[src/rtl/tts_pkg.sv]
// ----------------------------------------------------------------------------
// Task timer table scheduler: shared package
// Field widths, action and result codes, timer modes and the controller's
// state type.
// ----------------------------------------------------------------------------
package tts_pkg;

    localparam int TTS_NUM_ENTRIES = 16;

    localparam int ACTION_W   = 2;
    localparam int SLOT_W     = 4;
    localparam int MODE_W     = 2;
    localparam int INTERVAL_W = 16;
    localparam int TIME_W     = 32;
    localparam int KIND_W     = 3;

    // A tick reports at most this many fired entries.
    localparam int MAX_FIRES  = 16;
    localparam int FIRE_CNT_W = $clog2(MAX_FIRES + 1);

    localparam int HOURS_PER_DAY = 24;
    localparam int SECS_PER_MIN  = 60;
    localparam int SECS_PER_DAY  = HOURS_PER_DAY * 3600;

    // Widest period: the largest interval in minutes, in seconds.
    localparam int PERIOD_W = 22;
    localparam int DIV_STEPS = TIME_W;
    localparam int DIV_CNT_W = $clog2(DIV_STEPS);

    typedef enum logic [ACTION_W-1:0] {
        ACT_TICK   = 2'd0,
        ACT_ADD    = 2'd1,
        ACT_DELETE = 2'd2,
        ACT_TOGGLE = 2'd3
    } action_t;

    typedef enum logic [KIND_W-1:0] {
        KIND_FIRED     = 3'd0,
        KIND_ADDED     = 3'd1,
        KIND_DELETED   = 3'd2,
        KIND_TOGGLED   = 3'd3,
        KIND_NOT_FOUND = 3'd4,
        KIND_FULL      = 3'd5
    } kind_t;

    localparam logic [MODE_W-1:0] MODE_ONCE     = 2'd0;
    localparam logic [MODE_W-1:0] MODE_DAILY    = 2'd1;
    localparam logic [MODE_W-1:0] MODE_INTERVAL = 2'd2;

    typedef struct packed {
        logic [MODE_W-1:0]     mode;
        logic [INTERVAL_W-1:0] interval;
        logic [TIME_W-1:0]     next_run;
    } entry_t;

    typedef enum logic [3:0] {
        ST_IDLE,
        ST_EDIT,
        ST_ADD,
        ST_SCAN,
        ST_CHECK,
        ST_DIV,
        ST_WRITE,
        ST_FIRE,
        ST_EMIT
    } state_t;

endpackage

[src/rtl/task_timer_table_scheduler.sv]
// ----------------------------------------------------------------------------
// Task timer table scheduler
// A table of one-shot, daily and interval timers kept in a single-port
// synchronous memory, with add, delete, toggle and tick commands.
// ----------------------------------------------------------------------------
//
//  Channel | Direction | Handshake          | Beat contents
//  --------+-----------+--------------------+---------------------------------
//  s_      | in        | s_valid / s_ready  | action, slot, mode, interval,
//          |           |                    | time value
//  m_      | out       | m_valid / m_ready  | kind, slot id, active mark, last
//
// Add, delete and toggle produce one beat; an add searches past each occupied
// slot in turn for the first free one. A tick walks the table one entry a
// cycle while entries are empty or inactive; a valid active entry is read
// from memory, and a due daily or interval entry then passes the 32-step
// bit-serial remainder unit and the write-back before it is reported.
// Mode, interval and next-run time need no clearing after reset; the valid and
// active marks are flip-flops cleared at once.
// The output register lets a new command be taken while a beat waits; a
// stalled output holds back only the next beat that the controller produces.
//
module task_timer_table_scheduler
    import tts_pkg::*;
#(
    parameter int NUM_ENTRIES = TTS_NUM_ENTRIES
) (
    input  logic                  aclk,
    input  logic                  aresetn,

    input  logic                  s_valid,
    output logic                  s_ready,
    input  logic [ACTION_W-1:0]   s_action,
    input  logic [SLOT_W-1:0]     s_slot,
    input  logic [MODE_W-1:0]     s_mode,
    input  logic [INTERVAL_W-1:0] s_interval_minutes,
    input  logic [TIME_W-1:0]     s_time_value,

    output logic                  m_valid,
    input  logic                  m_ready,
    output logic [KIND_W-1:0]     m_kind,
    output logic [SLOT_W-1:0]     m_slot_id,
    output logic                  m_now_active,
    output logic                  m_last
);

    localparam int IDX_W = (NUM_ENTRIES > 1) ? $clog2(NUM_ENTRIES) : 1;
    localparam int CNT_W = $clog2(NUM_ENTRIES + 1);

    // Entry storage
    entry_t entry_mem [NUM_ENTRIES];
    entry_t rd_data_reg;
    entry_t mem_wr_data;
    logic   mem_rd_en;
    logic   mem_wr_en;

    logic [NUM_ENTRIES-1:0] valid_reg, valid_next;
    logic [NUM_ENTRIES-1:0] active_reg, active_next;

    state_t state_reg, state_next;

    // Latched command
    action_t               action_reg, action_next;
    logic [SLOT_W-1:0]     slot_reg, slot_next;
    logic [MODE_W-1:0]     mode_reg, mode_next;
    logic [INTERVAL_W-1:0] ivl_reg, ivl_next;
    logic [TIME_W-1:0]     tv_reg, tv_next;

    logic [CNT_W-1:0]      idx_reg, idx_next;
    logic [IDX_W-1:0]      idx;
    logic [FIRE_CNT_W-1:0] fire_cnt_reg, fire_cnt_next;
    logic                  fire_act_reg, fire_act_next;

    // Remainder unit
    logic [TIME_W-1:0]    dvd_reg, dvd_next;
    logic [PERIOD_W-1:0]  rem_reg, rem_next;
    logic [PERIOD_W-1:0]  period_reg, period_next;
    logic [DIV_CNT_W-1:0] div_cnt_reg, div_cnt_next;
    logic [PERIOD_W:0]    div_trial;

    // Result held back until it is known whether it is the last one
    logic                pend_valid_reg, pend_valid_next;
    kind_t               pend_kind_reg, pend_kind_next;
    logic [SLOT_W-1:0]   pend_slot_reg, pend_slot_next;
    logic                pend_act_reg, pend_act_next;

    logic                m_valid_reg, m_valid_next;
    kind_t               m_kind_reg, m_kind_next;
    logic [SLOT_W-1:0]   m_slot_reg, m_slot_next;
    logic                m_act_reg, m_act_next;
    logic                m_last_reg, m_last_next;

    logic                  out_free;
    logic                  slot_in_range;
    logic [IDX_W-1:0]      slot_idx;
    logic [INTERVAL_W-1:0] add_ivl;
    logic [PERIOD_W-1:0]   add_period;
    logic [TIME_W:0]       add_sum;
    logic [TIME_W-1:0]     add_first;
    logic [PERIOD_W-1:0]   entry_period;
    logic [TIME_W:0]       adv_sum;
    logic [TIME_W-1:0]     adv_next_run;
    logic                  entry_periodic;

    assign idx      = idx_reg[IDX_W-1:0];
    assign slot_idx = IDX_W'(slot_reg);
    assign out_free = !m_valid_reg || m_ready;
    assign slot_in_range = (32'(slot_reg) < 32'(NUM_ENTRIES));

    // First run time of a new entry
    assign add_ivl    = ((mode_reg == MODE_INTERVAL) && (ivl_reg == '0))
                        ? INTERVAL_W'(1) : ivl_reg;
    assign add_period = PERIOD_W'(add_ivl) * PERIOD_W'(SECS_PER_MIN);
    assign add_sum    = {1'b0, tv_reg} + (TIME_W + 1)'(add_period);
    assign add_first  = (mode_reg != MODE_INTERVAL) ? tv_reg
                        : (add_sum[TIME_W] ? '1 : add_sum[TIME_W-1:0]);

    // Period of the entry just read
    assign entry_periodic = (rd_data_reg.mode == MODE_DAILY)
                         || (rd_data_reg.mode == MODE_INTERVAL);
    always_comb begin
        if (rd_data_reg.mode == MODE_DAILY) begin
            entry_period = PERIOD_W'(SECS_PER_DAY);
        end else if (rd_data_reg.interval == '0) begin
            entry_period = PERIOD_W'(SECS_PER_MIN);
        end else begin
            entry_period = PERIOD_W'(rd_data_reg.interval) * PERIOD_W'(SECS_PER_MIN);
        end
    end

    // Whole periods past now: now minus the remainder of the lag, plus one period.
    assign adv_sum      = {1'b0, tv_reg} - (TIME_W + 1)'(rem_reg)
                        + (TIME_W + 1)'(period_reg);
    assign adv_next_run = adv_sum[TIME_W] ? '1 : adv_sum[TIME_W-1:0];

    assign div_trial = {rem_reg, dvd_reg[TIME_W-1]};

    always_ff @(posedge aclk) begin
        if (mem_wr_en) begin
            entry_mem[idx] <= mem_wr_data;
        end
        if (mem_rd_en) begin
            rd_data_reg <= entry_mem[idx];
        end
    end

    always_ff @(posedge aclk) begin
        if (!aresetn) begin
            state_reg      <= ST_IDLE;
            valid_reg      <= '0;
            active_reg     <= '0;
            pend_valid_reg <= 1'b0;
            m_valid_reg    <= 1'b0;
        end else begin
            state_reg      <= state_next;
            valid_reg      <= valid_next;
            active_reg     <= active_next;
            pend_valid_reg <= pend_valid_next;
            m_valid_reg    <= m_valid_next;
        end
        action_reg    <= action_next;
        slot_reg      <= slot_next;
        mode_reg      <= mode_next;
        ivl_reg       <= ivl_next;
        tv_reg        <= tv_next;
        idx_reg       <= idx_next;
        fire_cnt_reg  <= fire_cnt_next;
        fire_act_reg  <= fire_act_next;
        dvd_reg       <= dvd_next;
        rem_reg       <= rem_next;
        period_reg    <= period_next;
        div_cnt_reg   <= div_cnt_next;
        pend_kind_reg <= pend_kind_next;
        pend_slot_reg <= pend_slot_next;
        pend_act_reg  <= pend_act_next;
        m_kind_reg    <= m_kind_next;
        m_slot_reg    <= m_slot_next;
        m_act_reg     <= m_act_next;
        m_last_reg    <= m_last_next;
    end

    always_comb begin
        state_next      = state_reg;
        valid_next      = valid_reg;
        active_next     = active_reg;
        action_next     = action_reg;
        slot_next       = slot_reg;
        mode_next       = mode_reg;
        ivl_next        = ivl_reg;
        tv_next         = tv_reg;
        idx_next        = idx_reg;
        fire_cnt_next   = fire_cnt_reg;
        fire_act_next   = fire_act_reg;
        dvd_next        = dvd_reg;
        rem_next        = rem_reg;
        period_next     = period_reg;
        div_cnt_next    = div_cnt_reg;
        pend_valid_next = pend_valid_reg;
        pend_kind_next  = pend_kind_reg;
        pend_slot_next  = pend_slot_reg;
        pend_act_next   = pend_act_reg;
        m_valid_next    = m_valid_reg && !m_ready;
        m_kind_next     = m_kind_reg;
        m_slot_next     = m_slot_reg;
        m_act_next      = m_act_reg;
        m_last_next     = m_last_reg;
        s_ready         = 1'b0;
        mem_rd_en       = 1'b0;
        mem_wr_en       = 1'b0;
        mem_wr_data     = rd_data_reg;

        unique case (state_reg)
            ST_IDLE: begin
                s_ready = 1'b1;
                if (s_valid) begin
                    action_next = action_t'(s_action);
                    slot_next   = s_slot;
                    mode_next   = s_mode;
                    ivl_next    = s_interval_minutes;
                    tv_next     = s_time_value;
                    idx_next    = '0;
                    unique case (action_t'(s_action))
                        ACT_TICK: begin
                            fire_cnt_next = '0;
                            state_next    = ST_SCAN;
                        end
                        ACT_ADD: begin
                            state_next = ST_ADD;
                        end
                        default: begin
                            state_next = ST_EDIT;
                        end
                    endcase
                end
            end

            ST_EDIT: begin
                pend_valid_next = 1'b1;
                pend_slot_next  = slot_reg;
                if (!slot_in_range || !valid_reg[slot_idx]) begin
                    pend_kind_next = KIND_NOT_FOUND;
                    pend_act_next  = 1'b0;
                end else if (action_reg == ACT_DELETE) begin
                    valid_next[slot_idx]  = 1'b0;
                    active_next[slot_idx] = 1'b0;
                    pend_kind_next        = KIND_DELETED;
                    pend_act_next         = 1'b0;
                end else begin
                    active_next[slot_idx] = !active_reg[slot_idx];
                    pend_kind_next        = KIND_TOGGLED;
                    pend_act_next         = !active_reg[slot_idx];
                end
                state_next = ST_EMIT;
            end

            ST_ADD: begin
                if (idx_reg == CNT_W'(NUM_ENTRIES)) begin
                    pend_valid_next = 1'b1;
                    pend_kind_next  = KIND_FULL;
                    pend_slot_next  = '0;
                    pend_act_next   = 1'b0;
                    state_next      = ST_EMIT;
                end else if (!valid_reg[idx]) begin
                    mem_wr_en            = 1'b1;
                    mem_wr_data.mode     = mode_reg;
                    mem_wr_data.interval = add_ivl;
                    mem_wr_data.next_run = add_first;
                    valid_next[idx]      = 1'b1;
                    active_next[idx]     = 1'b1;
                    pend_valid_next      = 1'b1;
                    pend_kind_next       = KIND_ADDED;
                    pend_slot_next       = SLOT_W'(idx);
                    pend_act_next        = 1'b1;
                    state_next           = ST_EMIT;
                end else begin
                    idx_next = idx_reg + CNT_W'(1);
                end
            end

            ST_SCAN: begin
                if ((idx_reg == CNT_W'(NUM_ENTRIES))
                        || (fire_cnt_reg == FIRE_CNT_W'(MAX_FIRES))) begin
                    state_next = pend_valid_reg ? ST_EMIT : ST_IDLE;
                end else if (valid_reg[idx] && active_reg[idx]) begin
                    mem_rd_en  = 1'b1;
                    state_next = ST_CHECK;
                end else begin
                    idx_next = idx_reg + CNT_W'(1);
                end
            end

            ST_CHECK: begin
                if (rd_data_reg.next_run <= tv_reg) begin
                    if (entry_periodic) begin
                        dvd_next     = tv_reg - rd_data_reg.next_run;
                        rem_next     = '0;
                        period_next  = entry_period;
                        div_cnt_next = '0;
                        state_next   = ST_DIV;
                    end else begin
                        active_next[idx] = 1'b0;
                        fire_act_next    = 1'b0;
                        state_next       = ST_FIRE;
                    end
                end else begin
                    idx_next   = idx_reg + CNT_W'(1);
                    state_next = ST_SCAN;
                end
            end

            ST_DIV: begin
                // One restoring step: the trial fits in twice the period.
                if (div_trial >= {1'b0, period_reg}) begin
                    rem_next = PERIOD_W'(div_trial - {1'b0, period_reg});
                end else begin
                    rem_next = div_trial[PERIOD_W-1:0];
                end
                dvd_next     = {dvd_reg[TIME_W-2:0], 1'b0};
                div_cnt_next = div_cnt_reg + DIV_CNT_W'(1);
                if (div_cnt_reg == DIV_CNT_W'(DIV_STEPS - 1)) begin
                    state_next = ST_WRITE;
                end
            end

            ST_WRITE: begin
                mem_wr_en            = 1'b1;
                mem_wr_data.next_run = adv_next_run;
                fire_act_next        = 1'b1;
                state_next           = ST_FIRE;
            end

            ST_FIRE: begin
                if (!pend_valid_reg || out_free) begin
                    if (pend_valid_reg) begin
                        m_valid_next = 1'b1;
                        m_kind_next  = pend_kind_reg;
                        m_slot_next  = pend_slot_reg;
                        m_act_next   = pend_act_reg;
                        m_last_next  = 1'b0;
                    end
                    pend_valid_next = 1'b1;
                    pend_kind_next  = KIND_FIRED;
                    pend_slot_next  = SLOT_W'(idx);
                    pend_act_next   = fire_act_reg;
                    fire_cnt_next   = fire_cnt_reg + FIRE_CNT_W'(1);
                    idx_next        = idx_reg + CNT_W'(1);
                    state_next      = ST_SCAN;
                end
            end

            ST_EMIT: begin
                if (out_free) begin
                    m_valid_next    = 1'b1;
                    m_kind_next     = pend_kind_reg;
                    m_slot_next     = pend_slot_reg;
                    m_act_next      = pend_act_reg;
                    m_last_next     = 1'b1;
                    pend_valid_next = 1'b0;
                    state_next      = ST_IDLE;
                end
            end

            default: begin
                state_next = ST_IDLE;
            end
        endcase
    end

    assign m_valid      = m_valid_reg;
    assign m_kind       = m_kind_reg;
    assign m_slot_id    = m_slot_reg;
    assign m_now_active = m_act_reg;
    assign m_last       = m_last_reg;

`ifndef SYNTHESIS
    a_idle_no_pending: assert property (@(posedge aclk) disable iff (!aresetn)
        (state_reg == ST_IDLE) |-> !pend_valid_reg)
        else $error("held result left behind when returning to idle");

    a_fire_limit: assert property (@(posedge aclk) disable iff (!aresetn)
        (state_reg == ST_FIRE) |-> (fire_cnt_reg < FIRE_CNT_W'(MAX_FIRES)))
        else $error("tick reports more fired entries than allowed");

    a_rem_bound: assert property (@(posedge aclk) disable iff (!aresetn)
        (state_reg == ST_DIV) |-> (rem_reg < period_reg))
        else $error("remainder unit out of range");

    a_advance_past_now: assert property (@(posedge aclk) disable iff (!aresetn)
        (state_reg == ST_WRITE) |-> ((adv_next_run > tv_reg) || (adv_next_run == '1)))
        else $error("advanced next-run time not after current time");

    a_fire_from_live_entry: assert property (@(posedge aclk) disable iff (!aresetn)
        (state_reg == ST_CHECK) |-> valid_reg[idx])
        else $error("memory read issued for an empty entry");
`endif

endmodule

[config.mk]
export PLATFORM = sky130hd
export DESIGN_NAME = task_timer_table_scheduler
export DESIGN_NICKNAME = d
export VERILOG_FILES = /design/src/rtl/tts_pkg.sv /design/src/rtl/task_timer_table_scheduler.sv
export SDC_FILE = /design/constraint.sdc
export NUM_CORES = 2
export LEC_CHECK = 0
export BUFFER_PORTS_ARGS = -buffer_cell sky130_fd_sc_hd__buf_2
export CORE_UTILIZATION = 36
export CTS_CLUSTER_SIZE = 20
export DETAILED_ROUTE_END_ITERATION = 8
export HOLD_SLACK_MARGIN = 0.05
export PLACE_DENSITY = 0.47
export SYNTH_ARGS = -nofsm -noshare
export SYNTH_HDL_FRONTEND = slang
export SYNTH_SLANG_ARGS = --single-unit
export TNS_END_PERCENT = 30
[constraint.sdc]
create_clock -name aclk -period 9.4 [get_ports aclk]
set_clock_uncertainty 0.15 [all_clocks]
set_input_delay 1.41 -clock aclk [delete_from_list [all_inputs] [get_ports aclk]]
set_output_delay 1.41 -clock aclk [all_outputs]
set_load 0.02 [all_outputs]
; ---- After elaboration in Yosys (flattened, before gate mapping)
; Memories as Yosys holds them, arrays and structs flattened. A register that Yosys moved wholly into a read port is not among the register bits.
; Index checks and enable logic that the tools add are counted.
[op_classes]
n_addsub = 8
multipliers = 2
order_cmp = 6
eq_ne = 36
n_mux = 121
bitwise_logic = 7
n_reduce_logical = 39
[op_table]
columns = cell, count
row1 = 2-to-1 mux 16 bit, 11
row2 = 2-to-1 mux 32 bit, 5
row3 = case mux 32 bit (2 select lines), 2
row4 = 2-to-1 mux 50 bit, 2
row5 = 2-to-1 mux 22 bit, 3
row6 = 2-to-1 mux 4 bit, 16
row7 = 2-to-1 mux 5 bit, 12
row8 = AND 16 bit, 3
row9 = case mux 16 bit (3 select lines), 1
row10 = case mux 22 bit (2 select lines), 1
row11 = multiplier 16 x 4 -> 20 bit (second input constant), 2
row12 = case mux 4 bit (9 select lines), 1
row13 = 2-to-1 mux 1 bit, 34
row14 = != test 2 bit (second input constant), 17
row15 = adder 32 x 22 -> 33 bit, 1
row16 = adder 33 x 22 -> 33 bit, 1
row17 = subtractor 32 x 22 -> 33 bit, 1
row18 = less-or-equal comparator 32 bit, 1
row19 = logical NOT 16 bit, 2
row20 = inverter 16 bit, 2
row21 = OR 16 bit, 2
row22 = case mux 16 bit (2 select lines), 1
row23 = subtractor 32 bit, 1
row24 = case mux 5 bit (5 select lines), 1
row25 = other kinds (46), 96
[word_totals]
regBits = 203
ramBits = 800
input_bits = 60
out_inout_bits = 11
wordCells = 245
n_memories = 1
[memory_table]
columns = memory, words, word_bits, read_ports, rd_clocked_by_memory_dff, wr, line_no
row1 = entry_mem, 16, 50, 1, 1, 1, task_timer_table_scheduler.sv:51  ; entry_t entry_mem [NUM_ENTRIES];

; ---- Depth between registers and ports, before layout
[depth]
ltp_word = 10
mapped_depth = 33
ltp_nobuf = 30

; ---- Least setup slack after synthesis
; Ideal clock, no wire load.
[synth_path]
path_type = reg-to-reg
start = reg, netlist name rd_data_reg[0]
end = reg div_cnt_reg[0] (enable)
setup_ns = 0.549
arrival_time_ns = 6.631
required_time_ns = 8.701
slack_ns = 2.070
path_stages_with_launch = 14
n_path_buf = 1
synth_period_minus_slack_ns = 7.330
cell_sequence = edfxtp_1 > ha_1 > fa_1 > nor2b_1 > o21ai_0 > nand2b_1 > a21oi_1 > o2111ai_1 > nand3_1 > and2_1 > a31o_2 > clkbuf_1 > o21ba_2 > nor3_1
[synth_between]
elab_chain_len = 3
[synth_lines]
columns = element, line_no
row1 = less-or-equal comparator 32 bit, task_timer_table_scheduler.sv:293  ; if (rd_data_reg.next_run <= tv_reg) begin
row2 = != test 2 bit (no line), n/a
row3 = AND reduction 3 bit (no line), n/a
row4 = end signal: assignment, task_timer_table_scheduler.sv:172  ; div_cnt_reg <= div_cnt_next;
row5 = end: declaration, task_timer_table_scheduler.sv:78  ; logic [DIV_CNT_W-1:0] div_cnt_reg, div_cnt_next;
; No other way between the ends.
; A chain may end at the register's enable or synchronous reset.

==> results.json <==
{
  "ant_nets": 0,
  "status": "completed",
  "cp.arrival_ps": 8820,
  "antenna_found_initial": 9,
  "synthFlopType": "edfxtp_1",
  "die_y_um": 380,
  "min_period_ps": 8580,
  "ir_drop_v": 0.000445,
  "ys_ff_latch": 1051,
  "fin_crit_sh_pct": 91.3,
  "crit_type": "reg -> reg",
  "cts_tree": "yes",
  "vias_per_cell": 5.50,
  "hold_class": "reg -> reg",
  "drt_iter0_markers": 2721,
  "ctsResizeCount": 0,
  "post_cts_buffers": 0,
  "gp_congestion": 0.858,
  "maxSlewHeadroom_pct": 14.6,
  "maxCapViolations": 0,
  "cts.root.buffer_cell": "clkbuf_16",
  "clock_latency_ps": 760,
  "cts_sinks": 1051,
  "area_growth_pct": 12.8,
  "numPlacedInstances": 5355,
  "num-nets-final": 3899,
  "cp-end-kind": "flop",
  "timing.rr.end": "entry_mem[5][29]",
  "layout.core_utilization_pct": 41.0,
  "io_buffers": 70,
  "postSynthNetCount": 3802,
  "drive_above_1_share_pct": 17.7,
  "drc": 0,
  "start_util_pct": 36.3,
  "yosys_warnings": 0,
  "synth_edf_count": 1013,
  "finalHoldViolCount": 0,
  "synthDistinctLibCells": 84,
  "cpPeakStageDelay_ps": 800,
  "grt_max_degree": 110,
  "regToRegSetupSlack_ps": 820,
  "crit_required_ps": 9640,
  "io_pins": 71,
  "place_area_mm2": 0.0544,
  "cts_max_level": 3,
  "crit_end": "entry_mem[5][29]",
  "stdcell_count": 5571,
  "synth_async_sr_flop_share_pct": 0,
  "worstRegToRegCells": 30,
  "num_rows": 138,
  "p_leak_nw": 19.9,
  "grt_use_total_pct": 20.7,
  "die_w_um": 380,
  "cp_slowest_cell": "o21ai_1",
  "tns_ps": 0,
  "yosysSeqAreaShare_pct": 60.5,
  "die-area_mm2": 0.145,
  "largest_reg_flops": 800,
  "p_per_area_mw_per_mm2": 326,
  "syn-mean-instance-area_um2": 14.8,
  "vias": 30700,
  "cts_max_path_buffers": 3,
  "slew_viol_final": 0,
  "dp_hpwl_um": 96600,
  "fin_total_pwr_mw": 18.9,
  "syn_area_mm2": 0.0515,
  "cts_hold_buf": 0,
  "worstMarginPinSlew_ps": 1280,
  "fill_cells": 13000,
  "clk_pin_slew_ps": 60,
  "grt_pass1_vias": 30600,
  "wl_um": 150000,
  "core-area_mm2": 0.142,
  "dr.pass1.iters": 5,
  "cts_buffers": 115,
  "stdcell_area_mm2": 0.0581,
  "wl_per_cell_um": 27.0,
  "rsz0062_at_grt": "no",
  "fmax_mhz": 117,
  "syn_inst": 3485,
  "grt_first_pass_wirelength_um": 217000,
  "crit_fanout": 16,
  "grt_overflow": 0,
  "r2r_start": "ivl_reg[4]",
  "cp-startpoint": "ivl_reg[4]",
  "setup_viol": 0,
  "crit_path_start_kind": "flop"
}
## cell usage in the layout, fill, tap and decap left out, types with 78 or more instances in the layout
master | Yosys | routed
a21oi_1 | 166 | 166
buf_4 | 4 | 78
clkbuf_16 | 0 | 115
edfxtp_1 | 1013 | 1013
fa_1 | 78 | 78
ha_1 | 179 | 179
inv_1 | 239 | 239
mux4_2 | 269 | 269
nand2_1 | 193 | 192
nor2_1 | 222 | 204
o21ai_0 | 137 | 133
xnor2_1 | 79 | 79
## critical path: cells and delay by family, from the launching register on
kind / cells / cell delay [ps]
buffers and inverters: 3 / 380
adder cells (fa/ha/maj): 4 / 1990
flip-flops: 1 / 530
AO/OA/AOI/OAI: 14 / 3350
AND/OR/NAND/NOR: 9 / 1810
## layer usage
metal,track usage (%),wire length (um)
met3,3.70,9740
met1,29.6,67900
met5,0,24
met2,31.9,69000
met4,6.48,3830
## worst min-delay path by stage
stage | start | to | slack, ps | depth (start not counted)
2_1_floorplan | pend_kind_reg[0] | m_kind[0] | 250 | 0
5_1_grt | pend_kind_reg[1] | m_kind[1] | 270 | 0
4_1_cts | pend_kind_reg[1] | m_kind[1] | 270 | 0
3_5_place_dp | pend_kind_reg[1] | m_kind[1] | 250 | 0
6_report | pend_slot_reg[0] | m_slot_id[0] | 270 | 0
3_3_place_gp | pend_act_reg | m_now_active | 260 | 0
## cell families (layout without fill, tap and decap cells)
logic type / count (synthesis) / count (layout) / synth area share, %
flip-flops: 1051 / 1051 / 60.5
AND/OR/NAND/NOR: 689 / 689 / 6.17
AO/OA/AOI/OAI: 647 / 647 / 8.26
buffers and inverters: 410 / 604 / 3.07
multiplexers: 307 / 307 / 12.5
adder cells (fa/ha/maj): 258 / 258 / 7.40
XOR/XNOR: 123 / 123 / 2.09
other: 0 / 2 / 0
## synth_stat cells, types with 35 or more instances
cell      count  area, um2
inv_1       239        897
nand2_1     193        724
edfxtp_1   1013      30400
nor3_1       46        230
a21oi_1     166        831
xnor2_1      79        692
ha_1        179       2240
mux2i_1      35        350
mux4_2      269       6060
nor2_1      222        833
dfxtp_1      38        761
a21o_1       53        398
xor2_1       44        385
o21ai_0     137        686
fa_1         78       1560
and3_1       40        250
o21ai_1      52        260
clkbuf_1    124        465
nand3_1      61        305
## through the flow
step / worst slack (ps) / hold WS, ps
final: 817 / 267
after floorplan: 2070 / 250
after detailed placement: 903 / 255
after CTS: 879 / 269
after global placement: 903 / 259
after global routing: 219 / 275
## layout make-up
class | instances | area [um2] | area share, %
timing repair buffer | 151 | 996 | 1.71
tap | 1890 | 2360 | 4.07
sequential | 1051 | 31200 | 53.6
clock inverter | 78 | 777 | 1.34
antenna | 2 | 5.00 | 0.00861
inverter | 239 | 897 | 1.54
clock buffer | 136 | 2960 | 5.09
multi-input combinational | 2024 | 18900 | 32.6
## power breakdown
group          leakage [nW]  switching [mW]  internal [mW]
clock network          1.81            1.95           2.54
logic                  8.57            4.96           3.46
registers              9.52           0.249           5.76
total                  19.9            7.17           11.8
Note: power is estimated with default switching activity, not from simulation.
